`src/sv/tdre_pkg.sv`:
```
`default_nettype none

package tdre_pkg;

   // display geometry
   localparam int ROWS = 4;

   // character constants
   localparam logic [7:0] SPACE_CHAR = 8'h20;
   localparam logic [7:0] BLINK_MARK = 8'h80;
   localparam logic [7:0] CHAR_MASK  = 8'h7f;

   // request modes
   localparam logic [2:0] MODE_REFRESH      = 3'd0;
   localparam logic [2:0] MODE_PUT_AT       = 3'd1;
   localparam logic [2:0] MODE_PUT_NEXT     = 3'd2;
   localparam logic [2:0] MODE_MARK_BLINK   = 3'd3;
   localparam logic [2:0] MODE_CLEAR        = 3'd4;
   localparam logic [2:0] MODE_TOGGLE_PHASE = 3'd5;
   localparam logic [2:0] MODE_SET_PHASE    = 3'd6;

   // result kinds
   localparam logic [1:0] KIND_NONE   = 2'd0;
   localparam logic [1:0] KIND_CURSOR = 2'd1;
   localparam logic [1:0] KIND_CHAR   = 2'd2;
   localparam logic [1:0] KIND_REJECT = 2'd3;

   // refresh phase: 0..3 cursor to that row next, data otherwise
   localparam logic [2:0] PHASE_DATA = 3'd4;

   // configuration registers, word index
   localparam logic CSR_IDX_COLUMNS = 1'b0;
   localparam logic CSR_IDX_BLINK   = 1'b1;

   localparam logic [5:0] COLUMNS_RESET = 6'd20;
   localparam logic       BLINK_RESET   = 1'b1;

   // classified request handed from front to back
   typedef struct packed {
      logic [2:0] mode;
      logic       device_busy;
      logic       in_range;
      logic [7:0] byte_value;
      logic       phase_value;
   } op_type;

   // one result
   typedef struct packed {
      logic [1:0] out_kind;
      logic [1:0] cursor_row;
      logic [7:0] char_out;
   } rsp_type;

endpackage

`default_nettype wire

```
`src/sv/tdre_front.sv`:
```
`default_nettype none

module tdre_front #(
   parameter int COLS_W = 6,
   parameter int POS_W  = 8,
   parameter int ADDR_W = 8
) (
   input  wire                   clock,
   input  wire                   reset,
   input  wire                   push,
   output logic                  full,
   input  wire  [2:0]            req_mode,
   input  wire                   req_device_busy,
   input  wire  [1:0]            req_row,
   input  wire  [5:0]            req_col,
   input  wire  [7:0]            req_byte_value,
   input  wire                   req_phase_value,
   input  wire  [COLS_W-1:0]     cols,
   output logic                  op_valid,
   input  wire                   op_pop,
   output tdre_pkg::op_type      op,
   output logic [ADDR_W-1:0]     op_addr
);
   import tdre_pkg::*;

   logic [POS_W-1:0]  pos;
   logic [POS_W-1:0]  len;
   logic              push_acc;
   op_type            op_in;
   op_type            q_op_ff   [2];
   logic [ADDR_W-1:0] q_addr_ff [2];
   logic              wr_ptr_ff, wr_ptr_in;
   logic              rd_ptr_ff, rd_ptr_in;
   logic [1:0]        count_ff, count_in;

   // linear position and store length under the current column count
   assign pos = POS_W'(req_row) * POS_W'(cols) + POS_W'(req_col);
   assign len = POS_W'(ROWS) * POS_W'(cols);

   always_comb begin
      op_in.mode        = req_mode;
      op_in.device_busy = req_device_busy;
      op_in.in_range    = (pos < len);
      op_in.byte_value  = req_byte_value;
      op_in.phase_value = req_phase_value;
   end

   assign full     = (count_ff == 2'd2);
   assign push_acc = push && !full;
   assign op_valid = (count_ff != 2'd0);
   assign op       = q_op_ff[rd_ptr_ff];
   assign op_addr  = q_addr_ff[rd_ptr_ff];

   always_comb begin
      wr_ptr_in = wr_ptr_ff ^ push_acc;
      rd_ptr_in = rd_ptr_ff ^ op_pop;
      count_in  = count_ff + 2'(push_acc) - 2'(op_pop);
   end

   always_ff @(posedge clock) begin
      if (push_acc) begin
         q_op_ff[wr_ptr_ff]   <= op_in;
         q_addr_ff[wr_ptr_ff] <= pos[ADDR_W-1:0];
      end
   end

   always_ff @(posedge clock) begin
      if (reset) begin
         wr_ptr_ff <= 1'b0;
         rd_ptr_ff <= 1'b0;
         count_ff  <= 2'd0;
      end else begin
         wr_ptr_ff <= wr_ptr_in;
         rd_ptr_ff <= rd_ptr_in;
         count_ff  <= count_in;
      end
   end

endmodule

`default_nettype wire

```
`src/sv/tdre_back.sv`:
```
`default_nettype none

module tdre_back #(
   parameter int COLS_W = 6,
   parameter int LEN_W  = 8,
   parameter int ADDR_W = 8,
   parameter int DEPTH  = 160
) (
   input  wire                   clock,
   input  wire                   reset,
   input  wire  [COLS_W-1:0]     cols,
   input  wire                   blink_enable,
   input  wire                   op_valid,
   output logic                  op_pop,
   input  tdre_pkg::op_type      op,
   input  wire  [ADDR_W-1:0]     op_addr,
   output logic                  empty,
   input  wire                   pop,
   output tdre_pkg::rsp_type     rsp
);
   import tdre_pkg::*;

   localparam logic ST_IDLE = 1'b0;
   localparam logic ST_READ = 1'b1;

   logic              state_ff, state_in;
   logic              rd_mark_ff, rd_mark_in;
   logic [ADDR_W-1:0] hold_addr_ff, hold_addr_in;
   logic [LEN_W-1:0]  wp_ff, wp_in;
   logic [LEN_W-1:0]  rpos_ff, rpos_in;
   logic [2:0]        phase_ff, phase_in;
   logic              bphase_ff, bphase_in;

   logic [7:0]        mem [DEPTH];
   logic              valid_ff [DEPTH];
   logic [7:0]        rdata_ff;
   logic              rvalid_ff;
   logic [ADDR_W-1:0] raddr;
   logic              mem_we;
   logic [ADDR_W-1:0] mem_waddr;
   logic [7:0]        mem_wdata;
   logic              clear_en;

   logic [LEN_W-1:0]  len;
   logic [LEN_W-1:0]  cols_l;
   logic [LEN_W-1:0]  rpos_nxt;
   logic [1:0]        cur_row;
   logic [7:0]        cur_char;
   logic [7:0]        shown;

   rsp_type           res_q_ff [2];
   logic              res_wr_ff, res_rd_ff;
   logic [1:0]        res_count_ff, res_count_in;
   logic              res_push, res_pop;
   rsp_type           res_in;

   assign cols_l   = LEN_W'(cols);
   assign len      = LEN_W'(ROWS) * cols_l;
   assign rpos_nxt = rpos_ff + LEN_W'(1);
   assign cur_row  = (phase_ff < PHASE_DATA) ? phase_ff[1:0] : 2'd0;
   assign cur_char = rvalid_ff ? rdata_ff : SPACE_CHAR;
   assign raddr    = (op.mode == MODE_MARK_BLINK) ? op_addr : rpos_ff[ADDR_W-1:0];

   // blink attribute on the way out
   always_comb begin
      shown = cur_char;
      if (blink_enable) begin
         if (bphase_ff && cur_char[7]) begin
            shown = SPACE_CHAR;
         end else begin
            shown = cur_char & CHAR_MASK;
         end
      end
   end

   always_comb begin
      state_in     = state_ff;
      rd_mark_in   = rd_mark_ff;
      hold_addr_in = hold_addr_ff;
      wp_in        = wp_ff;
      rpos_in      = rpos_ff;
      phase_in     = phase_ff;
      bphase_in    = bphase_ff;
      op_pop       = 1'b0;
      res_push     = 1'b0;
      res_in       = '{out_kind: KIND_NONE, cursor_row: 2'd0, char_out: 8'd0};
      mem_we       = 1'b0;
      mem_waddr    = op_addr;
      mem_wdata    = op.byte_value;
      clear_en     = 1'b0;
      unique case (state_ff)
         ST_IDLE: begin
            if (op_valid && res_count_ff != 2'd2) begin
               op_pop = 1'b1;
               unique case (op.mode)
                  MODE_REFRESH: begin
                     if (op.device_busy) begin
                        res_push = 1'b1;
                     end else if (phase_ff != PHASE_DATA || rpos_ff >= len) begin
                        res_push          = 1'b1;
                        res_in.out_kind   = KIND_CURSOR;
                        res_in.cursor_row = cur_row;
                        rpos_in           = LEN_W'(cur_row) * cols_l;
                        phase_in          = PHASE_DATA;
                     end else begin
                        rd_mark_in = 1'b0;
                        state_in   = ST_READ;
                     end
                  end
                  MODE_PUT_AT: begin
                     res_push = 1'b1;
                     if (!op.in_range) begin
                        res_in.out_kind = KIND_REJECT;
                     end else begin
                        mem_we = 1'b1;
                        wp_in  = LEN_W'(op_addr) + LEN_W'(1);
                     end
                  end
                  MODE_PUT_NEXT: begin
                     res_push = 1'b1;
                     if (wp_ff >= len) begin
                        res_in.out_kind = KIND_REJECT;
                     end else begin
                        mem_we    = 1'b1;
                        mem_waddr = wp_ff[ADDR_W-1:0];
                        wp_in     = wp_ff + LEN_W'(1);
                     end
                  end
                  MODE_MARK_BLINK: begin
                     if (!op.in_range) begin
                        res_push        = 1'b1;
                        res_in.out_kind = KIND_REJECT;
                     end else begin
                        rd_mark_in   = 1'b1;
                        hold_addr_in = op_addr;
                        state_in     = ST_READ;
                     end
                  end
                  MODE_CLEAR: begin
                     res_push = 1'b1;
                     clear_en = 1'b1;
                  end
                  MODE_TOGGLE_PHASE: begin
                     res_push  = 1'b1;
                     bphase_in = ~bphase_ff;
                  end
                  MODE_SET_PHASE: begin
                     res_push  = 1'b1;
                     bphase_in = op.phase_value;
                  end
                  default: begin
                     res_push = 1'b1;
                  end
               endcase
            end
         end
         ST_READ: begin
            res_push = 1'b1;
            state_in = ST_IDLE;
            if (rd_mark_ff) begin
               mem_we    = 1'b1;
               mem_waddr = hold_addr_ff;
               mem_wdata = cur_char | BLINK_MARK;
            end else begin
               res_in.out_kind = KIND_CHAR;
               res_in.char_out = shown;
               rpos_in         = rpos_nxt;
               // row boundaries at one, two and three times the column count
               if (rpos_nxt >= len) begin
                  phase_in = 3'd0;
               end else if (rpos_nxt == cols_l) begin
                  phase_in = 3'd1;
               end else if (rpos_nxt == (cols_l << 1)) begin
                  phase_in = 3'd2;
               end else if (rpos_nxt == (cols_l << 1) + cols_l) begin
                  phase_in = 3'd3;
               end
            end
         end
      endcase
   end

   // character store, registered read
   always_ff @(posedge clock) begin
      if (mem_we) begin
         mem[mem_waddr] <= mem_wdata;
      end
      rdata_ff <= mem[raddr];
   end

   // per-entry written marks: an unwritten or cleared entry reads as a space
   always_ff @(posedge clock) begin
      if (reset) begin
         for (int i = 0; i < DEPTH; i++) begin
            valid_ff[i] <= 1'b0;
         end
         rvalid_ff <= 1'b0;
      end else begin
         for (int i = 0; i < DEPTH; i++) begin
            if (clear_en && LEN_W'(i) < len) begin
               valid_ff[i] <= 1'b0;
            end
            if (mem_we && mem_waddr == ADDR_W'(i)) begin
               valid_ff[i] <= 1'b1;
            end
         end
         rvalid_ff <= valid_ff[raddr];
      end
   end

   always_ff @(posedge clock) begin
      hold_addr_ff <= hold_addr_in;
      rd_mark_ff   <= rd_mark_in;
   end

   always_ff @(posedge clock) begin
      if (reset) begin
         state_ff  <= ST_IDLE;
         wp_ff     <= '0;
         rpos_ff   <= '0;
         phase_ff  <= 3'd0;
         bphase_ff <= 1'b0;
      end else begin
         state_ff  <= state_in;
         wp_ff     <= wp_in;
         rpos_ff   <= rpos_in;
         phase_ff  <= phase_in;
         bphase_ff <= bphase_in;
      end
   end

   // result queue
   assign empty        = (res_count_ff == 2'd0);
   assign res_pop      = pop && !empty;
   assign rsp          = res_q_ff[res_rd_ff];
   assign res_count_in = res_count_ff + 2'(res_push) - 2'(res_pop);

   always_ff @(posedge clock) begin
      if (res_push) begin
         res_q_ff[res_wr_ff] <= res_in;
      end
   end

   always_ff @(posedge clock) begin
      if (reset) begin
         res_wr_ff    <= 1'b0;
         res_rd_ff    <= 1'b0;
         res_count_ff <= 2'd0;
      end else begin
         res_wr_ff    <= res_wr_ff ^ res_push;
         res_rd_ff    <= res_rd_ff ^ res_pop;
         res_count_ff <= res_count_in;
      end
   end

endmodule

`default_nettype wire

```
`src/sv/text_display_refresh_engine.sv`:
```
`default_nettype none

// channel     direction  handshake                  payload
// request     in         push / full                req_mode, req_device_busy, req_row,
//                                                   req_col, req_byte_value, req_phase_value
// response    out        pop / empty                rsp_out_kind, rsp_cursor_row, rsp_char_out
// csr         in/out     psel, penable, pwrite      paddr, pwdata, prdata (word 0 columns,
//                        pready                     word 1 blink attribute enable)
//
// a request enters a two-entry queue at its accepting edge; the back end takes it from
// there while the response queue has room; a data refresh tick or a blink mark passes
// through a read state, waiting for the registered read of the character store
// each store entry has a written mark; a clear drops those within the length at once
// reset empties both queues and makes the whole store read as spaces, no clearing pass
// full rises with two requests queued; the back end stalls on two queued responses

module text_display_refresh_engine #(
   parameter int MAX_COLS = 40
) (
   input  wire         clock,
   input  wire         reset,
   input  wire         push,
   output logic        full,
   input  wire  [2:0]  req_mode,
   input  wire         req_device_busy,
   input  wire  [1:0]  req_row,
   input  wire  [5:0]  req_col,
   input  wire  [7:0]  req_byte_value,
   input  wire         req_phase_value,
   output logic        empty,
   input  wire         pop,
   output logic [1:0]  rsp_out_kind,
   output logic [1:0]  rsp_cursor_row,
   output logic [7:0]  rsp_char_out,
   input  wire         psel,
   input  wire         penable,
   input  wire         pwrite,
   input  wire  [2:0]  paddr,
   input  wire  [31:0] pwdata,
   output logic [31:0] prdata,
   output logic        pready
);
   import tdre_pkg::*;

   // store geometry follows from the column limit
   localparam int DEPTH  = ROWS * MAX_COLS;
   localparam int ADDR_W = (DEPTH > 1) ? $clog2(DEPTH) : 1;
   localparam int LEN_W  = $clog2(DEPTH + 1);
   localparam int COLS_W = $clog2(MAX_COLS + 1);
   localparam int POS_W  = $clog2(ROWS * MAX_COLS + 64);

   logic [5:0]        columns_ff, columns_in;
   logic              blink_ff, blink_in;
   logic              csr_write;
   logic [COLS_W-1:0] cols;

   logic              op_valid;
   logic              op_pop;
   op_type            op;
   logic [ADDR_W-1:0] op_addr;
   rsp_type           rsp;

   // csr: always ready, word decode on paddr[2]
   assign pready    = 1'b1;
   assign csr_write = psel && penable && pwrite && pready;

   always_comb begin
      columns_in = columns_ff;
      blink_in   = blink_ff;
      if (csr_write) begin
         unique case (paddr[2])
            CSR_IDX_COLUMNS: columns_in = pwdata[5:0];
            CSR_IDX_BLINK:   blink_in   = pwdata[0];
         endcase
      end
   end

   always_comb begin
      unique case (paddr[2])
         CSR_IDX_COLUMNS: prdata = {26'd0, columns_ff};
         CSR_IDX_BLINK:   prdata = {31'd0, blink_ff};
      endcase
   end

   always_ff @(posedge clock) begin
      if (reset) begin
         columns_ff <= COLUMNS_RESET;
         blink_ff   <= BLINK_RESET;
      end else begin
         columns_ff <= columns_in;
         blink_ff   <= blink_in;
      end
   end

   // column count in use: zero acts as one, anything past the limit as the limit
   always_comb begin
      if (columns_ff == 6'd0) begin
         cols = COLS_W'(1);
      end else if ({1'b0, columns_ff} > 7'(MAX_COLS)) begin
         cols = COLS_W'(MAX_COLS);
      end else begin
         cols = COLS_W'(columns_ff);
      end
   end

   // front: takes requests, works out the linear position and range check
   tdre_front #(
      .COLS_W (COLS_W),
      .POS_W  (POS_W),
      .ADDR_W (ADDR_W)
   ) u_front (
      .clock           (clock),
      .reset           (reset),
      .push            (push),
      .full            (full),
      .req_mode        (req_mode),
      .req_device_busy (req_device_busy),
      .req_row         (req_row),
      .req_col         (req_col),
      .req_byte_value  (req_byte_value),
      .req_phase_value (req_phase_value),
      .cols            (cols),
      .op_valid        (op_valid),
      .op_pop          (op_pop),
      .op              (op),
      .op_addr         (op_addr)
   );

   // back: store, refresh walk, blink phase and the response queue
   tdre_back #(
      .COLS_W (COLS_W),
      .LEN_W  (LEN_W),
      .ADDR_W (ADDR_W),
      .DEPTH  (DEPTH)
   ) u_back (
      .clock        (clock),
      .reset        (reset),
      .cols         (cols),
      .blink_enable (blink_ff),
      .op_valid     (op_valid),
      .op_pop       (op_pop),
      .op           (op),
      .op_addr      (op_addr),
      .empty        (empty),
      .pop          (pop),
      .rsp          (rsp)
   );

   assign rsp_out_kind   = rsp.out_kind;
   assign rsp_cursor_row = rsp.cursor_row;
   assign rsp_char_out   = rsp.char_out;

   // the back end only takes a request that the front has queued
   a_pop_needs_op: assert property (@(posedge clock) disable iff (reset)
      op_pop |-> op_valid)
      else $error("back end took a request from an empty queue");

   // after reset the response queue is empty and the request queue is not full
   a_reset_empty: assert property (@(posedge clock) disable iff (reset)
      $past(reset) |-> (empty && !full))
      else $error("queues not empty after reset");

   // a columns write lands in the register
   a_columns_write: assert property (@(posedge clock) disable iff (reset)
      (csr_write && paddr[2] == CSR_IDX_COLUMNS) |=> (columns_ff == $past(pwdata[5:0])))
      else $error("columns register write lost");

   // only cursor responses carry a row, only character responses a byte
   a_rsp_fields: assert property (@(posedge clock) disable iff (reset)
      !empty |-> ((rsp_out_kind == KIND_CURSOR || rsp_cursor_row == 2'd0) &&
                  (rsp_out_kind == KIND_CHAR || rsp_char_out == 8'd0)))
      else $error("response carries a field its kind does not use");

endmodule

`default_nettype wire

```
`config.mk`:
```
export PLATFORM = sky130hd
export DESIGN_NAME = text_display_refresh_engine
export DESIGN_NICKNAME = d
export VERILOG_FILES = /design/src/sv/tdre_pkg.sv /design/src/sv/tdre_front.sv /design/src/sv/tdre_back.sv /design/src/sv/text_display_refresh_engine.sv
export SDC_FILE = /design/constraint.sdc
export NUM_CORES = 2
export LEC_CHECK = 0
export BUFFER_PORTS_ARGS = -buffer_cell sky130_fd_sc_hd__buf_2
export CAP_MARGIN = 20
export CORE_MARGIN = 2
export CORE_UTILIZATION = 30
export CTS_CLUSTER_SIZE = 20
export DETAILED_ROUTE_END_ITERATION = 10
export GPL_TIMING_DRIVEN = 0
export HOLD_SLACK_MARGIN = 0.02
export PLACE_DENSITY = 0.4
export REMOVE_ABC_BUFFERS = 1
export SYNTH_ARGS = -nofsm -noshare
export SYNTH_HDL_FRONTEND = slang
export SYNTH_SLANG_ARGS = --single-unit
```
`constraint.sdc`:
```
create_clock -name clock -period 9.6 [get_ports clock]
set_input_delay 2.88 -clock clock [delete_from_list [all_inputs] [get_ports clock]]
set_output_delay 2.88 -clock clock [all_outputs]
set_load 0.03 [all_outputs]
```
# Word-level counts from Yosys, hierarchy flattened
# Memories as Yosys holds them, arrays and structs flattened. A register that Yosys moved wholly into a read port is not among the register bits.
# Index checks and enable logic that the tools add are counted.
[word_totals]
n_memories = 5
inputBits = 63
regBits = 45
mem_bits_rw = 1508
[memory_table]
columns = ["memory", "depth", "width", "rd", "rd_clocked_by_memory_dff", "write_ports", "line_no", "source"]
rows = [
  ["u_back.mem", 160, 8, 1, 1, 1, "tdre_back.sv:34", "logic [7:0] mem [DEPTH];"],
  ["u_back.valid_ff", 160, 1, 1, 1, 160, "tdre_back.sv:35", "logic valid_ff [DEPTH];"],
  ["u_front.q_op_ff", 2, 14, 1, 1, 1, "tdre_front.sv:30", "op_type q_op_ff [2];"],
  ["u_back.res_q_ff", 2, 12, 1, 1, 1, "tdre_back.sv:51", "rsp_type res_q_ff [2];"],
  ["u_front.q_addr_ff", 2, 8, 1, 1, 1, "tdre_front.sv:31", "logic [ADDR_W-1:0] q_addr_ff [2];"],
]
[classes]
n_addsub = 9
eq_ne = 182
n_reduce_logical = 346
n_lt_le_gt_ge = 166
bitwise = 327
n_mul = 2
muxes = 1364
[ops]
columns = ["operator", "count"]
rows = [
  ["1-bit two-way mux", 1310],
  ["8-bit by 7-bit == test with 1-bit output, second input constant", 64],
  ["7-bit by 8-bit less-than comparator with 1-bit output, first input constant", 64],
  ["1-bit logical AND", 326],
  ["1-bit OR", 320],
  ["8-bit by 6-bit == test with 1-bit output, second input constant", 32],
  ["8-bit == test, second input constant", 32],
  ["6-bit by 8-bit less-than comparator with 1-bit output, first input constant", 32],
  ["8-bit less-than comparator, first input constant", 32],
  ["8-bit two-way mux", 18],
  ["8-bit by 5-bit == test with 1-bit output, second input constant", 16],
  ["5-bit by 8-bit less-than comparator with 1-bit output, first input constant", 16],
  ["8-bit by 4-bit == test with 1-bit output, second input constant", 8],
  ["4-bit by 8-bit less-than comparator with 1-bit output, first input constant", 8],
  ["32-bit case mux with 2 select lines", 1],
  ["8-bit case mux with 2 select lines", 3],
  ["8-bit by 3-bit == test with 1-bit output, second input constant", 4],
  ["3-bit by 8-bit less-than comparator with 1-bit output, first input constant", 4],
  ["3-bit two-way mux", 10],
  ["8-bit by 1-bit adder with 8-bit output, second input constant", 3],
  ["8-bit greater-or-equal comparator", 3],
  ["8-bit by 2-bit == test with 1-bit output, second input constant", 2],
  ["1-bit by 8-bit less-than comparator with 1-bit output, first input constant", 2],
  ["2-bit by 8-bit less-than comparator with 1-bit output, first input constant", 2],
  ["other kinds (43)", 84],
]

# Longest topological paths before layout
[logic_depth]
word_depth = 14
mapped_depth = 17
depth_no_buf = 16

# Cells and area by module
# Synthesis repeated with hierarchy kept, for this count alone.
[hier_totals]
hier_cells = 4755
area_unflattened_um2 = 66576.4
[modules_own_cells]
columns = ["module", "area_each_um2", "cells_each", "instances"]
rows = [
  ["tdre_back", 63591.0, 4514, 1],
  ["tdre_front", 2353.5, 163, 1],
  ["text_display_refresh_engine", 631.9, 78, 1],
]

# Worst setup path before layout
# No wires, ideal clock.
[synth_path]
path_type = "register to register"
startpoint = "register, netlist name u_front.rd_ptr_ff"
endpoint = "memory u_back.mem[0][5], data pin"
setup_slack_ps = 757
required_ps = 8156
setup_time_ps = 1444
stages_incl_launch_ff = 6
arrival_ps = 7399
path_cell_list = "dfxtp_1 > buf_6 > buf_6 > buf_1 > mux2i_1 > o21ai_0"
[synth_lines]
columns = ["item", "line_no"]
rows = [
  ["end, declared", "tdre_back.sv:34"],
]

# Final worst setup path
[layout_path]
startpoint = "register columns_ff[4]"
endpoint = "memory u_back.mem[25][4], enable pin"
[layout_via]
elab_chain_cells = 10
elab_cells_between_ends = 15
[layout_lines]
columns = ["item", "line_no", "source"]
rows = [
  ["start, declared", "text_display_refresh_engine.sv:52", "logic [5:0] columns_ff, columns_in;"],
  ["start signal, assigned", "text_display_refresh_engine.sv:90", "columns_ff <= columns_in;"],
  ["6-bit > comparator", "text_display_refresh_engine.sv:99", "end else if ({1'b0, columns_ff} > 7'(MAX_COLS)) begin"],
  ["6-bit two-way mux", "text_display_refresh_engine.sv:99", ""],
  ["6-bit two-way mux (*)", "text_display_refresh_engine.sv:97", "if (columns_ff == 6'd0) begin"],
  ["8-bit greater-or-equal comparator (*)", "tdre_back.sv:121", "if (wp_ff >= len) begin"],
  ["1-bit two-way mux", "tdre_back.sv:121", ""],
  ["1-bit case mux with 2 select lines", "tdre_back.sv:95", "unique case (op.mode)"],
  ["1-bit two-way mux", "tdre_back.sv:93", "if (op_valid && res_count_ff != 2'd2) begin"],
  ["1-bit case mux with 2 select lines", "tdre_back.sv:91", "unique case (state_ff)"],
  ["1-bit two-way mux", "tdre_back.sv:185", "if (mem_we) begin"],
  ["1-bit two-way mux (not written as such)", "tdre_back.sv:186", "mem[mem_waddr] <= mem_wdata;"],
]
# Mark *: on every way between the ends. The rest lies on a longest branch, timed or not.

==> flow_metrics.py <==
metrics = {
    "final_layout": {
        "drive_gt1_frac": 0.174,
        "n_fill_cell": 21000,
        "stdcell_count": 7432,
        "area_delta_synth_final_pct": 16.1,
        "nets": 4444,
        "multiInputGateArea_um2": 18400,
        "ff_latch_area_um2": 46500,
    },
    "clock_network": {
        "cts_tree": "yes",
        "cts.sinks": 1562,
        "cts_setup_buffers": 0,
        "cts_buffer_depth": 3,
        "ctsHtreeMaxLevel": 4,
        "clock_latency_ns": 0.87,
        "hold_buffers": 0,
        "root_buffer": "clkbuf_16",
        "cts_made_buffers": 175,
        "cts_resized": 0,
        "clk_pin_slew_ns": 0.07,
    },
    "floorplanning": {
        "die_h_um": 474,
        "start_util": 0.302,
        "die_area_um2": 225000,
        "rows": 172,
        "core_um2": 220000,
        "die_w_um": 474,
        "pin_count": 110,
    },
    "drt": {
        "drt_iter0_markers": 3527,
        "viasPerCell": 5.20,
        "drt-total-wl_mm": 215,
        "antenna_left": 0,
        "dr.pass1.iters": 6,
        "vias": 38600,
        "avgRoutedWirePerCell_um": 29.0,
        "drc": 0,
    },
    "sta": {
        "fmax_mhz": 127,
        "fin_crit_ns": 7.90,
        "tns_ns": 0,
        "slew_headroom": 0.169,
        "finalWorstSetupSlack_ns": 1.70,
        "post-route-period-util": 0.823,
        "tightest_slew_ns": 1.23,
        "whs_ns": 0.534,
        "finalSetupViolCount": 0,
        "hold_viol": 0,
        "grt_setup_unrepaired": "false",
        "finalMaxSlewViolations": 0,
        "finClkSkew_ns": 0.0634,
    },
    "logic_synthesis": {
        "synth_common_cells": "edfxtp_1, nor2_1, nand2_1",
        "synth_ff_type": "edfxtp_1",
        "synth_area_leaders": "edfxtp_1, mux4_2, nor2_1",
        "ys_seq_area_frac": 0.700,
        "synth_most_common_cell": "edfxtp_1",
        "avgSynthCellArea_um2": 15.6,
        "ys.warnings.count": 0,
        "synth_seq_cells": 1562,
        "yosysUniqueCellTypes": 102,
        "synth_largest_area_cell": "edfxtp_1",
        "synth-edff-count": 1517,
        "synth.cell_area_um2": 66400,
        "synth-async-reset-ratio": 0,
        "synth_top_area_share": 0.686,
        "synthCells": 4257,
    },
    "run_status": {
        "run_status": "finished, final reports clean",
    },
    "setup_path": {
        "ff2ff_path_depth": 13,
        "timing.rr.start": "columns_ff[4]$_SDFFE_PP1P_",
        "rr_endpoint": "u_back.mem[25][4]$_DFFE_PP_",
        "arrival_ns": 8.36,
        "worstSetupStartpointType": "register",
        "path_class": "reg -> reg",
        "endpoint_kind": "register",
        "critPathMaxFanout": 21,
        "required_ns": 10.06,
        "r2r_slack_ns": 1.70,
    },
    "grt": {
        "grt_pass1_vias": 38400,
        "grt_pass1_wl_mm": 303,
        "grt_max_degree": 99,
        "overflow": 0,
        "grt_usage": 0.190,
        "antenna_found_initial": 5,
    },
    "placement": {
        "dp.cells": 7104,
        "dp_slack_ns": 1.70,
        "dp.final_hpwl_mm": 143,
        "gp_congestion": 0.795,
        "portBuffers": 54,
    },
    "flow_run": {
        "cap_violations": 0,
    },
    "min_path": {
        "worstHoldStart": "u_back.phase_ff[0]$_SDFFE_PP0P_",
        "holdCritPathClass": "reg -> reg",
        "holdPathStages": 2,
        "hold_path_end": "u_back.phase_ff[0]$_SDFFE_PP0P_",
    },
    "pwr": {
        "ir_drop_uv": 215,
        "p_leak_nw": 25.0,
        "p_per_area_nw_per_um2": 259,
    },
}
[how the worst max path moves through the flow]
stage                                     from                            to  slack [ns]  depth (start not counted)
global route        columns_ff[4]$_SDFFE_PP1P_    u_back.mem[9][2]$_DFFE_PP_        1.16                         13
global placement    u_back.state_ff$_SDFF_PP0_  u_back.mem[142][0]$_DFFE_PP_      -12.32                          2
finish              columns_ff[4]$_SDFFE_PP1P_   u_back.mem[25][4]$_DFFE_PP_        1.70                         13
floorplan           u_back.state_ff$_SDFF_PP0_    u_back.mem[0][0]$_DFFE_PP_        0.51                          2
CTS                 columns_ff[4]$_SDFFE_PP1P_    u_back.mem[9][2]$_DFFE_PP_        1.67                         13
detailed placement  columns_ff[4]$_SDFFE_PP1P_   u_back.mem[25][0]$_DFFE_PP_        1.70                         13
[report_power, final]
group	internal, mW	switching [mW]	leakage [nW]	total [mW]
clock	3.68	2.88	2.70	6.56
combinational	1.58	3.44	8.01	5.02
sequential	8.28	0.0861	14.2	8.36
[per-layer routing]
metal  global-route usage  part of all wire  routed length, µm
met5                    0                 0                  0
met4               0.0587             0.029               6140
met3               0.0263             0.047              10000
met2                0.294              0.46              98200
met1                0.275              0.47             101000
[critical path, cell delays in order (launching register included)]
cell and delay, ns:
dfxtp_1 0.95, o21ai_1 0.29, a22oi_1 1.01, inv_1 0.50
ha_1 0.42, nor4bb_1 0.14, o31ai_1 0.47, a31oi_1 0.28
o32ai_1 0.44, and2_0 0.83, o221a_2 0.50, nand2_2 0.45
buf_12 0.36, nor2_1 0.79
[cells by family (layout without fill, tap and decap cells)]
family	Yosys count	count (layout)	share of synthesized area
other	2	30	0.000113
adders and majority gates	57	57	0.0115
DFF	1562	1562	0.700
buffers and inverters	386	575	0.0286
xor gates and xnor gates	39	39	0.00535
and+or+nand+nor	961	961	0.0653
muxes	389	389	0.103
AOI/OAI and AO/OA	861	861	0.0864
[flip-flops by register name, indices dropped and copies added (netlist names), 16 cells and up]
name	count
u_front.q_op_ff	28
u_back.mem	1280
u_back.res_q_ff	24
u_front.q_addr_ff	16
u_back.valid_ff	160
[placed cells by master, fill, tap and decap left out, types with 15 or more instances in the layout]
| master | count |
|---|---|
| a211oi_1 | 64 |
| clkinv_1 | 40 |
| xnor2_1 | 32 |
| nand2_1 | 258 |
| clkinv_2 | 30 |
| inv_1 | 70 |
| and3_1 | 68 |
| o22ai_1 | 41 |
| buf_12 | 57 |
| mux2i_1 | 124 |
| conb_1 | 27 |
| dfxtp_1 | 44 |
| mux4_2 | 230 |
| nand4_1 | 15 |
| clkbuf_1 | 48 |
| a32oi_1 | 24 |
| ha_1 | 49 |
| nand3_1 | 39 |
| o21ai_0 | 237 |
| edfxtp_1 | 1517 |
| a22o_1 | 32 |
| a31oi_1 | 48 |
| a22oi_1 | 93 |
| nor2b_1 | 20 |
| nor3_1 | 22 |
| nor2_1 | 417 |
| nor4_1 | 15 |
| clkbuf_16 | 178 |
| nand2b_1 | 24 |
| nand2_2 | 17 |
| buf_16 | 31 |
| a21oi_1 | 118 |
| mux2_2 | 28 |
| buf_2 | 59 |
[metrics by stage]
step                cell area (µm²)   util  total power [mW]
floorplan                     64900      -              11.4
CTS                           77000  0.351              20.2
detailed placement            71500  0.325              13.6
finish                        77100  0.351              19.9
global placement              68800  0.313              14.0
global route                  77100  0.351              20.7
[layout make-up]
type / instances / area share
Timing Repair Buffer: 177 / 0.0342
Tap cell: 2958 / 0.0480
Clock buffer: 229 / 0.0607
Sequential cell: 1562 / 0.603
Antenna cell: 3 / 0.0000974
Inverter: 75 / 0.00365
Clock inverter: 94 / 0.0115
Multi-Input combinational cell: 2334 / 0.239
No activity file was read; power rests on OpenSTA's default activity.
